[src/rtl/core/scr_pkg.sv]
// Shared types, constants and the binomial table of the signed combination rank core.
`default_nettype none

package scr_pkg;

   localparam int ELEM_W      = 5;
   localparam int RANK_W      = 13;
   localparam int ELEM_COUNT  = 4;
   localparam int SUBSET_SIZE = 4;
   localparam int BINOM_ROWS  = 2 ** ELEM_W;
   localparam int BINOM_COLS  = SUBSET_SIZE + 1;
   localparam int COL_W       = $clog2(BINOM_COLS);
   localparam int BOUND_W     = ELEM_W + 2;

   localparam logic [ELEM_W-1:0] POINT_COUNT_RESET = ELEM_W'(20);

   typedef logic [ELEM_W-1:0]  elem_type;
   typedef logic [RANK_W-1:0]  rank_type;
   typedef logic [COL_W-1:0]   col_type;
   typedef logic signed [BOUND_W-1:0] bound_type;

   typedef struct packed {
      elem_type elem_a;
      elem_type elem_b;
      elem_type elem_c;
      elem_type elem_d;
   } req_payload_type;

   typedef struct packed {
      rank_type rank_index;
      logic     odd_order;
   } rsp_payload_type;

   // Sorted elements (index 0 smallest) and swap parity
   typedef struct packed {
      elem_type [ELEM_COUNT-1:0] elems;
      logic                      odd;
   } sort_result_type;

   typedef rank_type [BINOM_COLS-1:0]      binom_row_type;
   typedef binom_row_type [BINOM_ROWS-1:0] binom_table_type;

   // Pascal triangle, kept modulo 2**RANK_W; column r holds C(x, r)
   function automatic binom_table_type build_binom_table();
      binom_table_type t;
      t = '0;
      for (int x = 0; x < BINOM_ROWS; x++) begin
         t[x][0] = RANK_W'(1);
         for (int r = 1; r < BINOM_COLS; r++) begin
            if (x > 0) begin
               t[x][r] = t[x-1][r-1] + t[x-1][r];
            end
         end
      end
      return t;
   endfunction

   localparam binom_table_type BINOM_TABLE = build_binom_table();

endpackage

`default_nettype wire

[src/rtl/core/signed_combination_rank_core.sv]
// Top level of the signed combination rank core: sort, lane and merge pipeline.
`default_nettype none

// Ranks a four-element subset of a ground set of csr point_count elements
// (reset 20) and reports the parity of the swaps that order it. The elements
// are sorted and the parity found ahead of the stage 1 register, four lanes
// read the binomial table in parallel from stage 1 into the stage 2 register,
// and the lane terms are added into the result register (stage 3). One request
// is accepted every cycle while rsp_stall is low; req_stall follows rsp_stall
// combinationally through the pipeline.
// Write point_count only while the core holds no request. The rank wraps
// modulo 8192; elements are not range checked.
module signed_combination_rank_core (
   input  wire                           clock,
   input  wire                           reset,
   input  wire                           req_valid,
   output logic                          req_stall,
   input  wire scr_pkg::req_payload_type req_payload,
   output logic                          rsp_valid,
   input  wire                           rsp_stall,
   output scr_pkg::rsp_payload_type      rsp_payload,
   input  wire                           csr_wr_en,
   input  wire scr_pkg::elem_type        csr_wr_data
);

   scr_pkg::elem_type        point_count_ff;
   scr_pkg::sort_result_type sort_out;
   scr_pkg::sort_result_type s1_data_ff;
   logic                     s1_valid_ff;
   scr_pkg::rank_type [scr_pkg::ELEM_COUNT-1:0] lane_terms;
   scr_pkg::rank_type [scr_pkg::ELEM_COUNT-1:0] s2_terms_ff;
   logic                     s2_odd_ff;
   logic                     s2_valid_ff;
   scr_pkg::rank_type        merged_rank;
   scr_pkg::rsp_payload_type rsp_payload_ff;
   logic                     rsp_valid_ff;
   logic                     out_free;
   logic                     s2_free;
   logic                     s1_free;
   scr_pkg::bound_type       n_ext;

   // Hold the ground set size
   always_ff @(posedge clock) begin
      if (reset) begin
         point_count_ff <= scr_pkg::POINT_COUNT_RESET;
      end else if (csr_wr_en) begin
         point_count_ff <= csr_wr_data;
      end
   end

   // Advance a stage when the one after it is empty or moving
   assign out_free  = !rsp_valid_ff || !rsp_stall;
   assign s2_free   = !s2_valid_ff || out_free;
   assign s1_free   = !s1_valid_ff || s2_free;
   assign req_stall = !s1_free;

   scr_sort u_sort (
      .req_payload (req_payload),
      .sort_result (sort_out)
   );

   // Stage 1: sorted elements and parity
   always_ff @(posedge clock) begin
      if (reset) begin
         s1_valid_ff <= 1'b0;
      end else if (s1_free) begin
         s1_valid_ff <= req_valid;
      end
   end

   always_ff @(posedge clock) begin
      if (s1_free) begin
         s1_data_ff <= sort_out;
      end
   end

   assign n_ext = scr_pkg::bound_type'({2'b00, point_count_ff});

   // Lanes: one per sorted element
   for (genvar g = 0; g < scr_pkg::ELEM_COUNT; g++) begin : g_lane
      scr_pkg::bound_type lo_b;
      scr_pkg::bound_type hi_b;
      scr_pkg::col_type   lane_col;

      assign lo_b = n_ext
                  - scr_pkg::bound_type'({2'b00, s1_data_ff.elems[g]})
                  + scr_pkg::bound_type'(1);
      if (g == 0) begin : g_first
         assign hi_b = n_ext;
      end else begin : g_rest
         assign hi_b = n_ext
                     - scr_pkg::bound_type'({2'b00, s1_data_ff.elems[g-1]});
      end
      assign lane_col = (scr_pkg::SUBSET_SIZE > g)
                      ? scr_pkg::COL_W'(scr_pkg::SUBSET_SIZE - g) : '0;

      scr_lane u_lane (
         .lo_bound (lo_b),
         .hi_bound (hi_b),
         .col      (lane_col),
         .term     (lane_terms[g])
      );
   end

   // Stage 2: lane terms
   always_ff @(posedge clock) begin
      if (reset) begin
         s2_valid_ff <= 1'b0;
      end else if (s2_free) begin
         s2_valid_ff <= s1_valid_ff;
      end
   end

   always_ff @(posedge clock) begin
      if (s2_free) begin
         s2_terms_ff <= lane_terms;
         s2_odd_ff   <= s1_data_ff.odd;
      end
   end

   scr_merge u_merge (
      .terms (s2_terms_ff),
      .rank  (merged_rank)
   );

   // Stage 3: result register
   always_ff @(posedge clock) begin
      if (reset) begin
         rsp_valid_ff <= 1'b0;
      end else if (out_free) begin
         rsp_valid_ff <= s2_valid_ff;
      end
   end

   always_ff @(posedge clock) begin
      if (out_free) begin
         rsp_payload_ff.rank_index <= merged_rank;
         rsp_payload_ff.odd_order  <= s2_odd_ff;
      end
   end

   assign rsp_valid   = rsp_valid_ff;
   assign rsp_payload = rsp_payload_ff;

endmodule

`default_nettype wire

[src/rtl/core/scr_sort.sv]
// Four-element sorting network with swap-parity detection.
`default_nettype none

module scr_sort (
   input  wire scr_pkg::req_payload_type req_payload,
   output scr_pkg::sort_result_type      sort_result
);

   scr_pkg::elem_type [scr_pkg::ELEM_COUNT-1:0] raw;
   scr_pkg::elem_type [scr_pkg::ELEM_COUNT-1:0] st1;
   scr_pkg::elem_type [scr_pkg::ELEM_COUNT-1:0] st2;
   logic odd;

   assign raw[0] = req_payload.elem_a;
   assign raw[1] = req_payload.elem_b;
   assign raw[2] = req_payload.elem_c;
   assign raw[3] = req_payload.elem_d;

   // Parity of inverted pairs equals parity of adjacent swaps
   always_comb begin
      odd = 1'b0;
      for (int i = 0; i < scr_pkg::ELEM_COUNT; i++) begin
         for (int j = i + 1; j < scr_pkg::ELEM_COUNT; j++) begin
            odd = odd ^ (raw[i] > raw[j]);
         end
      end
   end

   // Sort: pairs (0,1)(2,3), then (0,2)(1,3), then (1,2)
   always_comb begin
      st1[0] = (raw[0] > raw[1]) ? raw[1] : raw[0];
      st1[1] = (raw[0] > raw[1]) ? raw[0] : raw[1];
      st1[2] = (raw[2] > raw[3]) ? raw[3] : raw[2];
      st1[3] = (raw[2] > raw[3]) ? raw[2] : raw[3];
      st2[0] = (st1[0] > st1[2]) ? st1[2] : st1[0];
      st2[2] = (st1[0] > st1[2]) ? st1[0] : st1[2];
      st2[1] = (st1[1] > st1[3]) ? st1[3] : st1[1];
      st2[3] = (st1[1] > st1[3]) ? st1[1] : st1[3];
      sort_result.elems[0] = st2[0];
      sort_result.elems[1] = (st2[1] > st2[2]) ? st2[2] : st2[1];
      sort_result.elems[2] = (st2[1] > st2[2]) ? st2[1] : st2[2];
      sort_result.elems[3] = st2[3];
      sort_result.odd      = odd;
   end

endmodule

`default_nettype wire

[src/rtl/core/scr_lane.sv]
// One ranking lane: binomial range sum via hockey-stick difference.
`default_nettype none

module scr_lane (
   input  wire scr_pkg::bound_type lo_bound,
   input  wire scr_pkg::bound_type hi_bound,
   input  wire scr_pkg::col_type   col,
   output scr_pkg::rank_type       term
);

   logic [scr_pkg::ELEM_W-1:0] lo_idx;
   logic [scr_pkg::ELEM_W-1:0] hi_idx;

   // Clamp negative bounds to zero, since C(j, m) vanishes for negative j
   assign lo_idx = lo_bound[scr_pkg::BOUND_W-1] ? '0 : lo_bound[scr_pkg::ELEM_W-1:0];
   assign hi_idx = hi_bound[scr_pkg::BOUND_W-1] ? '0 : hi_bound[scr_pkg::ELEM_W-1:0];

   // Sum of C(j, col-1) for lo <= j < hi is C(hi, col) - C(lo, col)
   always_comb begin
      if ((col != '0) && (lo_bound < hi_bound)) begin
         term = scr_pkg::BINOM_TABLE[hi_idx][col] - scr_pkg::BINOM_TABLE[lo_idx][col];
      end else begin
         term = '0;
      end
   end

endmodule

`default_nettype wire

[src/rtl/core/scr_merge.sv]
// Merge stage: adds the lane terms to the base rank of one.
`default_nettype none

module scr_merge (
   input  wire scr_pkg::rank_type [scr_pkg::ELEM_COUNT-1:0] terms,
   output scr_pkg::rank_type                                rank
);

   // Accumulate modulo 2**RANK_W
   always_comb begin
      rank = scr_pkg::RANK_W'(1);
      for (int i = 0; i < scr_pkg::ELEM_COUNT; i++) begin
         rank = rank + terms[i];
      end
   end

endmodule

`default_nettype wire
[config.mk]
export PLATFORM = sky130hd
export DESIGN_NAME = signed_combination_rank_core
export DESIGN_NICKNAME = d
export VERILOG_FILES = /design/src/rtl/core/scr_pkg.sv /design/src/rtl/core/signed_combination_rank_core.sv /design/src/rtl/core/scr_sort.sv /design/src/rtl/core/scr_lane.sv /design/src/rtl/core/scr_merge.sv
export SDC_FILE = /design/constraint.sdc
export NUM_CORES = 1
export LEC_CHECK = 0
export ABC_AREA = 1
export BUFFER_PORTS_ARGS = -buffer_cell sky130_fd_sc_hd__buf_4
export CELL_PAD_IN_SITES_DETAIL_PLACEMENT = 1
export CELL_PAD_IN_SITES_GLOBAL_PLACEMENT = 1
export CORE_MARGIN = 1.5
export CORE_UTILIZATION = 46
export CTS_CLUSTER_SIZE = 24
export DETAILED_ROUTE_END_ITERATION = 10
export GPL_ROUTABILITY_DRIVEN = 0
export GPL_TIMING_DRIVEN = 1
export PLACE_DENSITY_LB_ADDON = 0.1
export REMOVE_ABC_BUFFERS = 1
export SLEW_MARGIN = 20
export SYNTH_ARGS = -nofsm -noshare
export SYNTH_HDL_FRONTEND = slang
export SYNTH_HIERARCHICAL = 1
export SYNTH_SLANG_ARGS = --single-unit
[constraint.sdc]
create_clock -name clock -period 5.2 [get_ports clock]
set_input_delay 0.52 -clock clock [delete_from_list [all_inputs] [get_ports clock]]
set_output_delay 0.52 -clock clock [all_outputs]
set_load 0.01 [all_outputs]
## After elaboration in Yosys (flattened, before gate mapping)

Memory sizes are Yosys's and may differ from the RTL's. A register that Yosys moved wholly into a read port is not among the register bits.
Cells that the tools add are included.
Widths: inputs -> output; s select.

| operators by class | value |
|---|---|
| $add $sub $neg | 16 |
| mux-type cells | 27 |
| bitwise gates (word level) | 5 |
| order comparisons | 21 |
| reduce and logical (&&, ||, !) cells | 8 |

Operator list:

| cell | number |
|---|---|
| $mux 65 | 2 |
| $mux 52 | 2 |
| $mux 5 | 19 |
| $mux 39 | 2 |
| $mux 26 | 2 |
| $sub 13x13->13 | 4 |
| $lt 5x6->1 const B | 8 |
| $gt 5x5->1 | 9 |
| $add 13x13->13 | 3 |
| $add 6x2->7 const B | 4 |
| $lt 7x6->1 | 4 |
| $sub 5x5->6 | 4 |
| $add 1x13->13 const A | 1 |
| $logic_not 1->1 | 5 |
| $xor 1x1->1 | 5 |
| $logic_or 1x1->1 | 3 |

| word-level totals | value |
|---|---|
| memory bits (read-only) | 16640 |
| input bits | 30 |
| flip-flop bits (word level) | 96 |
| memories kept | 8 |
| output and inout port bits | 16 |

Memory list:

| memory | depth | bits a word | read ports | clocked after Yosys merged registers in | write ports | line | source |
|---|---|---|---|---|---|---|---|
| (no name shown) | 32 | 65 | 1 | 1 | 0 | scr_lane.sv:21 | `term = scr_pkg::BINOM_TABLE[hi_idx][col] - scr_pkg::BINOM_TABLE[lo_idx][col];` |
| (no name shown) | 32 | 65 | 1 | 0 | 0 | scr_lane.sv:21 |  |
| (no name shown) | 32 | 65 | 1 | 0 | 0 | scr_lane.sv:21 |  |
| (no name shown) | 32 | 65 | 1 | 0 | 0 | scr_lane.sv:21 |  |
| (no name shown) | 32 | 65 | 1 | 0 | 0 | scr_lane.sv:21 |  |
| (no name shown) | 32 | 65 | 1 | 0 | 0 | scr_lane.sv:21 |  |
| 2 more memories | - | - | - | - | - | - |  |

## Depth between registers and ports, before layout

Gate-level depths: netlist of the first run.

| depth | value |
|---|---|
| word-level depth | 6 |
| depth in mapped cells | 35 |

## By module

The synthesis of the first run kept the hierarchy.

By module, submodules not included:

| module | instances | area each (sq um) | cells each |
|---|---|---|---|
| scr_lane at g_lane[2].u_lane ... | 2 | 3408.3 | 661 |
| signed_combination_rank_core | 1 | 4310.4 | 376 |
| scr_lane at g_lane[0].u_lane | 1 | 3417.0 | 666 |
| scr_lane at g_lane[1].u_lane | 1 | 3417.0 | 665 |
| scr_sort | 1 | 1954.4 | 344 |
| scr_merge | 1 | 1432.6 | 221 |

## Least setup slack after synthesis of the first run

Ideal clock, no wire load.

| timing path | value |
|---|---|
| path kind | reg2reg |
| start | reg point_count_ff[0] |
| end | reg s2_terms_ff[34] in the netlist's numbering (data pin) |
| data arrival time | 4.552 ns |
| setup slack | 0.383 ns |
| data required time | 4.935 ns |
| path buffers | 0 |
| period minus slack after synthesis | 4.817 ns |
| cell stages (with the launch flop) | 31 |
| cells stage by stage | dfxtp_1 > inv_1 > ha_1 > inv_1 > fa_1 > ha_1 > inv_1 > nor2_2 > nand2_4 > nor2_2 > nor2_1 > nor2_1 > ha_1 > inv_1 > nand2_2 > nor2_1 > nor2_1 > o21ai_0 > nand2_1 > nand2_1 > nand3_1 > nand2_1 > inv_1 > ha_1 > nand2_1 > nand2_1 > a21oi_1 > inv_1 > a21oi_1 > xor2_1 > nor2_1 |

| between the ends | value |
|---|---|
| cells in the longest elaborated chain, start to end | 6 |

RTL lines:

| what | line | source |
|---|---|---|
| start, declared | signed_combination_rank_core.sv:26 | `scr_pkg::elem_type point_count_ff;` |
| start signal, assigned | signed_combination_rank_core.sv:45 | `point_count_ff <= scr_pkg::POINT_COUNT_RESET;` |
| start signal, assigned | signed_combination_rank_core.sv:47 | `point_count_ff <= csr_wr_data;` |
| $sub 5x5->6 (*) | - |  |
| via g_lane[3].hi_b[1] | signed_combination_rank_core.sv:82 | `scr_pkg::bound_type hi_b;` |
| $add 6x2->7 (*) | signed_combination_rank_core.sv:87 | `+ scr_pkg::bound_type'(1);` |
| via g_lane[2].lo_b[6] | signed_combination_rank_core.sv:81 | `scr_pkg::bound_type lo_b;` |
| $mux 5 | scr_lane.sv:15 | `assign lo_idx = lo_bound[scr_pkg::BOUND_W-1] ? '0 : lo_bound[scr_pkg::ELEM_W-1:0];` |
| $mem_v2 32x65 | - |  |
| $mux 39 (not written as such) | scr_lane.sv:21 |  |
| $sub 13x13->13 | scr_lane.sv:21 |  |
| end signal, assigned | signed_combination_rank_core.sv:116 | `s2_terms_ff <= lane_terms;` |
| end, declared | signed_combination_rank_core.sv:31 | `scr_pkg::rank_type [scr_pkg::ELEM_COUNT-1:0] s2_terms_ff;` |

Mark *: on every way through the listed nets, which the timed path passes. The rest lies on a longest branch. The select of a mux whose other input is x is not followed.
A chain may end at the register's enable or synchronous reset.

## Worst setup path in the final report of the first run

| timing path | value |
|---|---|
| start | reg point_count_ff[0] |
| end | reg s2_terms_ff[33] in the netlist's numbering (data pin) |

Same word-level chain as after synthesis.

==> results of run 1 <==
[worst reg2reg max path: stages (launching register included)]
cell      delay, ns
dfxtp_1        0.32
inv_2          0.12
ha_1           0.18
inv_1          0.08
fa_2           0.59
ha_1           0.18
inv_1          0.05
nor2_2         0.17
nand2_4        0.07
nand2_1        0.06
inv_1          0.04
nor2_2         0.27
inv_1          0.16
nor2_4         0.30
nand2_1        0.18
inv_1          0.23
o21ai_0        0.13
nand4_1        0.08
nand3_1        0.09
a21boi_1       0.21
ha_1           0.33
a21oi_1        0.24
o21ai_0        0.17
a31oi_1        0.21
xor2_1         0.17
nor2_1         0.05
[kinds of logic after synthesis]
group	count (synthesis)	synth area share, %
flops	96	13.1
compound gates	735	19.3
mux	1	0.0469
simple gates	1829	36.6
fa+ha+maj	273	17.1
buf+inv	605	11.5
xor+xnor	53	2.17
other cells	2	0.0352
[through the flow]
step	hold WS, ns	util, %	area (µm²)
5_1_grt	0.366	50.6	23100
6_report	0.369	50.6	23100
4_1_cts	0.358	50.3	22900
3_3_place_gp	0.403	49.7	22600
2_1_floorplan	0.400	-	20900
3_5_place_dp	0.423	49.7	22600
[layout make-up]
cell class	count	area, µm²
fill	6509	22500
multi-input combinational	2923	16300
sequential	96	2800
inverter	508	1910
timing repair buffer	133	998
tap	600	751
clock buffer	10	229
clock inverter	6	50.0
[synth_stat cells (all sizes together) (6+ instances only)]
library cell / count / area, µm²
nand2: 1064 / 4180
inv: 500 / 1880
nor2: 379 / 1600
o21ai: 326 / 1660
nand3: 299 / 1520
a21oi: 250 / 1250
ha: 241 / 3020
edfxtp: 88 / 2640
buf: 74 / 462
nand4: 41 / 257
xor2: 33 / 289
a31oi: 32 / 200
fa: 32 / 641
nor3: 27 / 150
clkbuf: 23 / 90.1
o211ai: 23 / 178
xnor2: 20 / 175
o2111ai: 14 / 123
or2: 14 / 87.6
o22ai: 13 / 81.3
o31ai: 10 / 85.1
a211oi: 9 / 67.6
a21boi: 8 / 60.1
clkinv: 8 / 30.0
dfxtp: 8 / 160
o21bai: 7 / 52.6
o221ai: 7 / 67.6
o21a: 6 / 45.0
[cell usage in the layout, fill, tap and decap left out, types with 20 or more instances in the layout]
master,count
xnor2_1,20
buf_4,133
a21oi_1,243
nand2_1,1011
conb_1,32
fa_1,30
nor2_1,326
o21ai_1,29
a31oi_1,31
nand4_1,41
nand2_2,42
inv_2,34
edfxtp_1,88
ha_1,234
nand3_1,294
inv_1,464
o21ai_0,289
o211ai_1,22
nor2_2,35
xor2_1,33
nor3_1,23
[how the worst max path moves through the flow]
stage | slack, ns | end | cells after the start | startpoint
2_1_floorplan | 0.36 | s2_terms_ff[34]$_DFFE_PP_ | 30 | point_count_ff[0]$_SDFFE_PP0P_
3_3_place_gp | 0.21 | s2_terms_ff[8]$_DFFE_PP_ | 25 | point_count_ff[0]$_SDFFE_PP0P_
3_5_place_dp | -0.05 | s2_terms_ff[25]$_DFFE_PP_ | 28 | point_count_ff[0]$_SDFFE_PP0P_
4_1_cts | 0.01 | s2_terms_ff[25]$_DFFE_PP_ | 30 | point_count_ff[0]$_SDFFE_PP0P_
5_1_grt | -0.06 | s2_terms_ff[22]$_DFFE_PP_ | 31 | point_count_ff[0]$_SDFFE_PP0P_
6_report | 0.25 | s2_terms_ff[33]$_DFFE_PP_ | 25 | point_count_ff[0]$_SDFFE_PP0P_
[flip-flops by register name, summed over array words and instances, names as in the netlist]
name            cells
point_count_ff      5
rsp_payload        14
rsp_valid           1
s1_data_ff         21
s1_valid_ff         1
s2_odd_ff           1
s2_terms_ff        52
s2_valid_ff         1
[per-layer routing]
layer,wire length [µm],GRT usage (%),up-vias
met2,41400,61.5,1352
met5,0,0,-
li1,-,-,12000
met3,7850,6.15,259
met1,37700,48.7,12400
met4,3150,12.5,0
[what timing repair did]
action / CTS / global route
pin swaps: 0 / 4
gates resized for setup: 2 / 35
setup endpoints to repair: 3 / 26
buffers inserted: 0 / 3
hold buffers: 0 / 0
==> run_results.csv, run 1 <==
group,metric,value,unit
drt,drt-pass1-iter-count,6,
clock_network,cts_made_buffers,9,
critical_path,crit_arrival,5.06,ns
global_route,grt_first_pass_wirelength,143000,µm
cells_and_area,drive_gt1_share,9.22,%
sta,hold_viol,0,
sta,worst_pin_slew,1.15,ns
drt,first_iter_violations,2696,
cells_and_area,nets,3974,
clock_network,clk_pin_slew,0.08,ns
placement,numPortBuffers,45,
critical_path,reg2regPathDepth,25,
worst_hold_path,hold_start,"reset",
critical_path,path_buf_inv,6,
sta,fin_crit,4.95,ns
clock_network,htreeDepth,3,
floorplanning,coreArea,0.0456,mm²
critical_path,timing.rr.end,"s2_terms_ff[33]$_DFFE_PP_",
clock_network,root_buffer,"clkbuf_16",
drt,post-route-drc-count,0,
floorplanning,ioPinCount,46,
cells_and_area,final_cells,4276,
floorplanning,rows,78,
sta,maxSlewViolCount,0,
global_route,gr-total-overflow,0,
worst_hold_path,hold_path.class,"input pin to register",
drt,ant_nets,0,
floorplanning,die_w,218,µm
drt,vias,26000,
critical_path,cpPeakStageDelay,0.59,ns
sta,worst_slack,0.251,ns
cells_and_area,num_antenna_cells,0,
drt,totalWireLength,90100,µm
critical_path,cp_max_fo,9,
drt,via_per_inst,6.08,
critical_path,slowest_stage,"fa_2",
floorplanning,die_h,218,µm
sta,finClkSkew,0.0208,ns
global_route,grtUsageTotal,37.1,%
synth,synth_area,0.0213,mm²
global_route,antenna_found_initial,0,
critical_path,crit_top_cell,"inv_1",
synth,ys_ff_latch,96,
floorplanning,die_area,0.0477,mm²
floorplanning,start_util,46.8,%
synth,ys_types,66,
synth,avgSynthCellArea,5.94,µm²
critical_path,critPathKind,"register to register",
drt,wl_per_cell,21.1,µm
placement,dp_slack,-0.0474,ns
placement,dp_hpwl,72700,µm
critical_path,rrSetupSlack,0.25,ns
synth,ys_seq_area_share,13.1,%
synth,synthFlopType,"edfxtp_1",
clock_network,cts_tree,"done",
critical_path,r2r_start,"point_count_ff[0]$_SDFFE_PP0P_",
sta,fin_crit_sh,95.2,%
clock_network,clock_latency,0.38,ns
critical_path,endpoint_kind,"register",
run_status,status,"complete, no violations",
cells_and_area,areaGrowthSynthToFinish,8.03,%
synth,synth_cells,3594,
clock_network,cts_max_path_buffers,2,
clock_network,clock_sinks,96,
synth,yosysWarnings,6,
placement,placedCellCount,4257,
critical_path,cp.required,5.31,ns
sta,setup_tns,0,ns
critical_path,startpoint_type,"register",
global_route,grt_pass1_vias,26500,
worst_hold_path,hold_depth,2,
sta,max_freq,202,MHz
synth,postSynth.asyncResetShare,0,%
sta,setup_violations,0,
critical_path,path_delay_family,"adder cells",
global_route,grt_max_degree,55,
run,drv_cap,0,
sta,max_slew_margin,23.0,%
synth,synth_edf_count,88,
worst_hold_path,hold_path_end,"s2_valid_ff$_SDFFE_PP0P_",
Power of run 1 is left out: the tool's default activity adds up to more than one toggle a clock period on the data nets, which glitch-free logic cannot reach.
==> run 2, diff against run 1 <==
Clock period 5.2 ns to 4.7 ns, I/O delays scaled along.
==> run_results.csv, run 2 (synthesis results as in run 1) <==
group,metric,value,unit
run_status,status,"complete, but fails checks",
run_status,failed_checks,"negative setup slack",
drt,first_iter_violations,2759,
floorplanning,die_area,0.0477,mm²
worst_hold_path,hold_depth,2,
global_route,gr-total-overflow,0,
sta,maxSlewViolCount,0,
global_route,grtUsageTotal,38.3,%
floorplanning,die_h,218,µm
floorplanning,rows,78,
sta,holdWs,0.317,ns
global_route,antenna_found_initial,0,
placement,dp_slack,-0.358,ns
sta,fin_crit,4.80,ns
drt,post-route-drc-count,0,
drt,wl_met1,39000,µm
clock_network,cts_made_buffers,9,
clock_network,htreeDepth,3,
critical_path,startpoint_type,"register",
drt,via_per_inst,6.21,
sta,fin_crit_sh,102,%
drt,top_layer,"met4",
cells_and_area,nets,4064,
sta,worst_pin_slew,1.18,ns
clock_network,clock_sinks,96,
sta,worst_slack,-0.102,ns
clock_network,cts_hold_buf,0,
clock_network,clock_latency,0.37,ns
placement,dp_hpwl,74500,µm
global_route,grt_first_pass_wirelength,147000,µm
drt,wl_met2,44700,µm
cells_and_area,final_cell_mix,"nand2_1, inv_1, nor2_1, nand3_1, o21ai_0",
placement,numPortBuffers,45,
clock_network,cts_tree,"done",
sta,setup_tns,-0.313,ns
drt,drt-pass1-iter-count,6,
sta,finClkSkew,0.0123,ns
sta,max_slew_margin,20.8,%
run,drv_cap,0,
cells_and_area,layout_commonest_cell,"nand2_1",
critical_path,crit_arrival,4.99,ns
global_route,grt_max_degree,55,
sta,hold_viol,0,
critical_path,endpoint_kind,"register",
drt,wl_met3,8960,µm
drt,totalWireLength,97000,µm
drt,wl_per_cell,22.2,µm
drt,ant_nets,0,
cells_and_area,drive_gt1_share,14.6,%
clock_network,clk_pin_slew,0.08,ns
critical_path,cp_max_fo,6,
cells_and_area,largest_reg_flops,52,
cells_and_area,num_antenna_cells,0,
clock_network,root_buffer,"clkbuf_16",
critical_path,cp.required,4.89,ns
sta,max_freq,208,MHz
floorplanning,ioPinCount,46,
worst_hold_path,hold_path.class,"input pin to register",
floorplanning,die_w,218,µm
floorplanning,coreArea,0.0456,mm²
global_route,grt_pass1_vias,27100,
critical_path,reg2regPathDepth,30,
critical_path,slowest_stage,"fa_2",
floorplanning,start_util,46.8,%
cells_and_area,top_register,"s2_terms_ff",
sta,setup_violations,6,
critical_path,cpPeakStageDelay,0.61,ns
critical_path,critPathKind,"register to register",
clock_network,cts_max_path_buffers,2,
drt,vias,27100,
cells_and_area,areaGrowthSynthToFinish,14.7,%
run 2: cell types whose count changed in the layout (fill, tap and decap cells not counted), sizes merged:
cell,change
inv,-2
clkinv,+1
clkbuf,-1
bufinv,+2
nor2,+3
buf,+87
run 2: routing by layer:
metal | vias up | global-route usage [%]
li1 | 12200 | -
met4 | 0 | 14.4
met1 | 13000 | 50.0
met3 | 394 | 5.57
met2 | 1572 | 63.7
met5 | - | 0
run 2: metrics by stage:
step / utilization, % / std cells / cell area (µm²)
CTS: 51.8 / 4337 / 23600
global route: 53.7 / 4366 / 24500
global placement: 50.7 / 4319 / 23100
finish: 53.7 / 4366 / 24500
detailed placement: 50.7 / 4319 / 23100
floorplan: - / 3527 / 20900
run 2: critical path: cells and delay by family, from the launching register on:
family / cells / cell delay, ns
adders and majority gates: 5 / 1.35
AOI/OAI and AO/OA: 6 / 0.81
buffers and inverters: 8 / 0.85
and+or+nand+nor: 11 / 1.24
DFF: 1 / 0.34
run 2: final timing paths:
| kind | startpoint | end | slack (ns) |
|---|---|---|---|
| worst max-delay path | point_count_ff[0]$_SDFFE_PP0P_ | s2_terms_ff[25]$_DFFE_PP_ | -0.10 |
| worst min-delay path | reset | s2_valid_ff$_SDFFE_PP0P_ | 0.32 |
| worst max register to register | point_count_ff[0]$_SDFFE_PP0P_ | s2_terms_ff[25]$_DFFE_PP_ | -0.10 |
| worst min register to register | s1_data_ff[0]$_DFFE_PN_ | s2_odd_ff$_DFFE_PP_ | 0.43 |
run 2: what timing repair did:
item                                    CTS  global route
cloned                                    0             3
gates resized for setup                  40           176
endpoints found under the setup margin   24            45
setup buffers                             2            26
pin swaps                                 6            54
run 2: area by class of cell:
type / instances / area [µm²]
fill: 6430 / 21100
multi-input combinational: 2926 / 17000
sequential: 96 / 2810
inverter: 508 / 1920
timing repair buffer: 220 / 1700
tap: 600 / 751
clock buffer: 9 / 225
clock inverter: 7 / 104
Power of run 2 is left out for the same reason.
==> run 3, diff against run 2 <==
Settings changed: REMOVE_ABC_BUFFERS 1 to unset.
==> run_results.csv, run 3 (synthesis results as in run 1) <==
group,metric,value,unit
run_status,status,"complete, no violations",
critical_path,cp_max_fo,6,
global_route,grt_pass1_vias,26800,
cells_and_area,final_cells,4366,
critical_path,crit_top_cell,"nand2_1",
critical_path,critPathKind,"register to register",
drt,wl_per_cell,21.9,µm
sta,hold_viol,0,
cells_and_area,drive_gt1_share,14.2,%
floorplanning,die_w,218,µm
sta,max_freq,214,MHz
floorplanning,start_util,46.8,%
floorplanning,ioPinCount,46,
drt,vias,27100,
global_route,grt_first_pass_wirelength,145000,µm
drt,via_per_inst,6.20,
clock_network,cts_made_buffers,9,
drt,post-route-drc-count,0,
placement,dp_hpwl,74700,µm
clock_network,root_buffer,"clkbuf_16",
clock_network,cts_hold_buf,0,
floorplanning,die_area,0.0477,mm²
critical_path,slowest_stage,"fa_2",
run,drv_cap,0,
cells_and_area,top_register,"s2_terms_ff",
sta,rsz0062_at_grt,"yes",
clock_network,clock_latency,0.38,ns
placement,placed_area,0.0232,mm²
drt,first_iter_violations,2719,
cells_and_area,fin_area,0.0244,mm²
cells_and_area,num-fill-cells,6437,
clock_network,cts_max_path_buffers,2,
cells_and_area,layout_commonest_cell,"nand2_1",
sta,setup_violations,0,
floorplanning,rows,78,
sta,maxSlewViolCount,0,
critical_path,endpoint_kind,"register",
sta,fin_crit,4.67,ns
clock_network,clk_pin_slew,0.08,ns
placement,numPortBuffers,45,
sta,finClkSkew,0.0100,ns
clock_network,htreeDepth,3,
global_route,grt_max_degree,55,
floorplanning,die_h,218,µm
cells_and_area,multi_input_area,0.0169,mm²
critical_path,cpPeakStageDelay,0.56,ns
critical_path,crit_arrival,4.78,ns
drt,drt-pass1-iter-count,6,
drt,totalWireLength,95500,µm
cells_and_area,areaGrowthSynthToFinish,14.1,%
global_route,antenna_found_initial,0,
sta,max_slew_margin,22.8,%
worst_hold_path,hold_path.class,"input pin to register",
sta,worst_pin_slew,1.15,ns
cells_and_area,largest_reg_flops,52,
cells_and_area,nets,4064,
cells_and_area,final_util,53.5,%
drt,ant_nets,0,
clock_network,clock_sinks,96,
global_route,grtUsageTotal,37.9,%
placement,placedCellCount,4329,
sta,fin_crit_sh,99.3,%
global_route,gr-total-overflow,0,
sta,holdWs,0.333,ns
critical_path,cp.required,4.82,ns
cells_and_area,num_antenna_cells,0,
clock_network,cts_tree,"done",
cells_and_area,final_cell_mix,"nand2_1, inv_1, nor2_1, nand3_1, o21ai_0",
cells_and_area,seq_area,0.00281,mm²
floorplanning,coreArea,0.0456,mm²
critical_path,startpoint_type,"register",
[run 3: changes by cell type in the layout (fill, tap and decap cells not counted), sizes merged]
cell and change:
clkinvlp +3, nand2 +1, nor2 -2, bufinv -2, clkinv -3, inv +3
[run 3: final timing paths]
kind / from / endpoint / slack (ns) / cells after the start
setup / recovery: point_count_ff[0]$_SDFFE_PP0P_ / s2_terms_ff[21]$_DFFE_PP_ / 0.03 / 28
hold / removal: csr_wr_data[4] / point_count_ff[4]$_SDFFE_PP1P_ / 0.33 / 3
setup reg to reg: point_count_ff[0]$_SDFFE_PP0P_ / s2_terms_ff[21]$_DFFE_PP_ / 0.03 / 28
hold reg to reg: s1_data_ff[0]$_DFFE_PN_ / s2_odd_ff$_DFFE_PP_ / 0.44 / 0
[run 3: metrics by stage]
step / TNS [ns] / setup WS [ns]
after floorplan: 0 / 0.0867
after global placement: 0 / 0.0887
after detailed placement: -1.79 / -0.171
after CTS: 0 / 0.000413
after global routing: -2.15 / -0.191
final: 0 / 0.0339
[run 3: timing repair]
item	4_1_cts	5_1_grt
resized for setup	11	182
pin swaps	0	26
endpoints found under the setup margin	22	44
gates cloned	0	3
setup buffers	0	18
[run 3: critical path: cells and delay by family, from the launching register on]
kind | cells | cell delay, ns
xor gates and xnor gates | 1 | 0.19
and+or+nand+nor | 9 | 0.85
buffers and inverters | 8 | 0.77
DFF | 1 | 0.34
adders and majority gates | 5 | 1.43
AOI/OAI and AO/OA | 5 | 0.81
[run 3: layer usage]
metal	global-route usage (%)	part of all wire, %
met1	48.0	40
met2	63.7	47
met3	5.89	8.5
met4	15.7	5.0
met5	0	0
[run 3: cell type report]
type | count | area share (%)
Clock inverter | 7 | 0.272
Clock buffer | 9 | 0.924
Timing Repair Buffer | 220 | 7.00
Multi-Input combinational cell | 2925 | 69.3
Timing Repair inverter | 1 | 0.0205
Sequential cell | 96 | 11.5
Tap cell | 600 | 3.08
Inverter | 508 | 7.91
Power of run 3 is left out for the same reason.
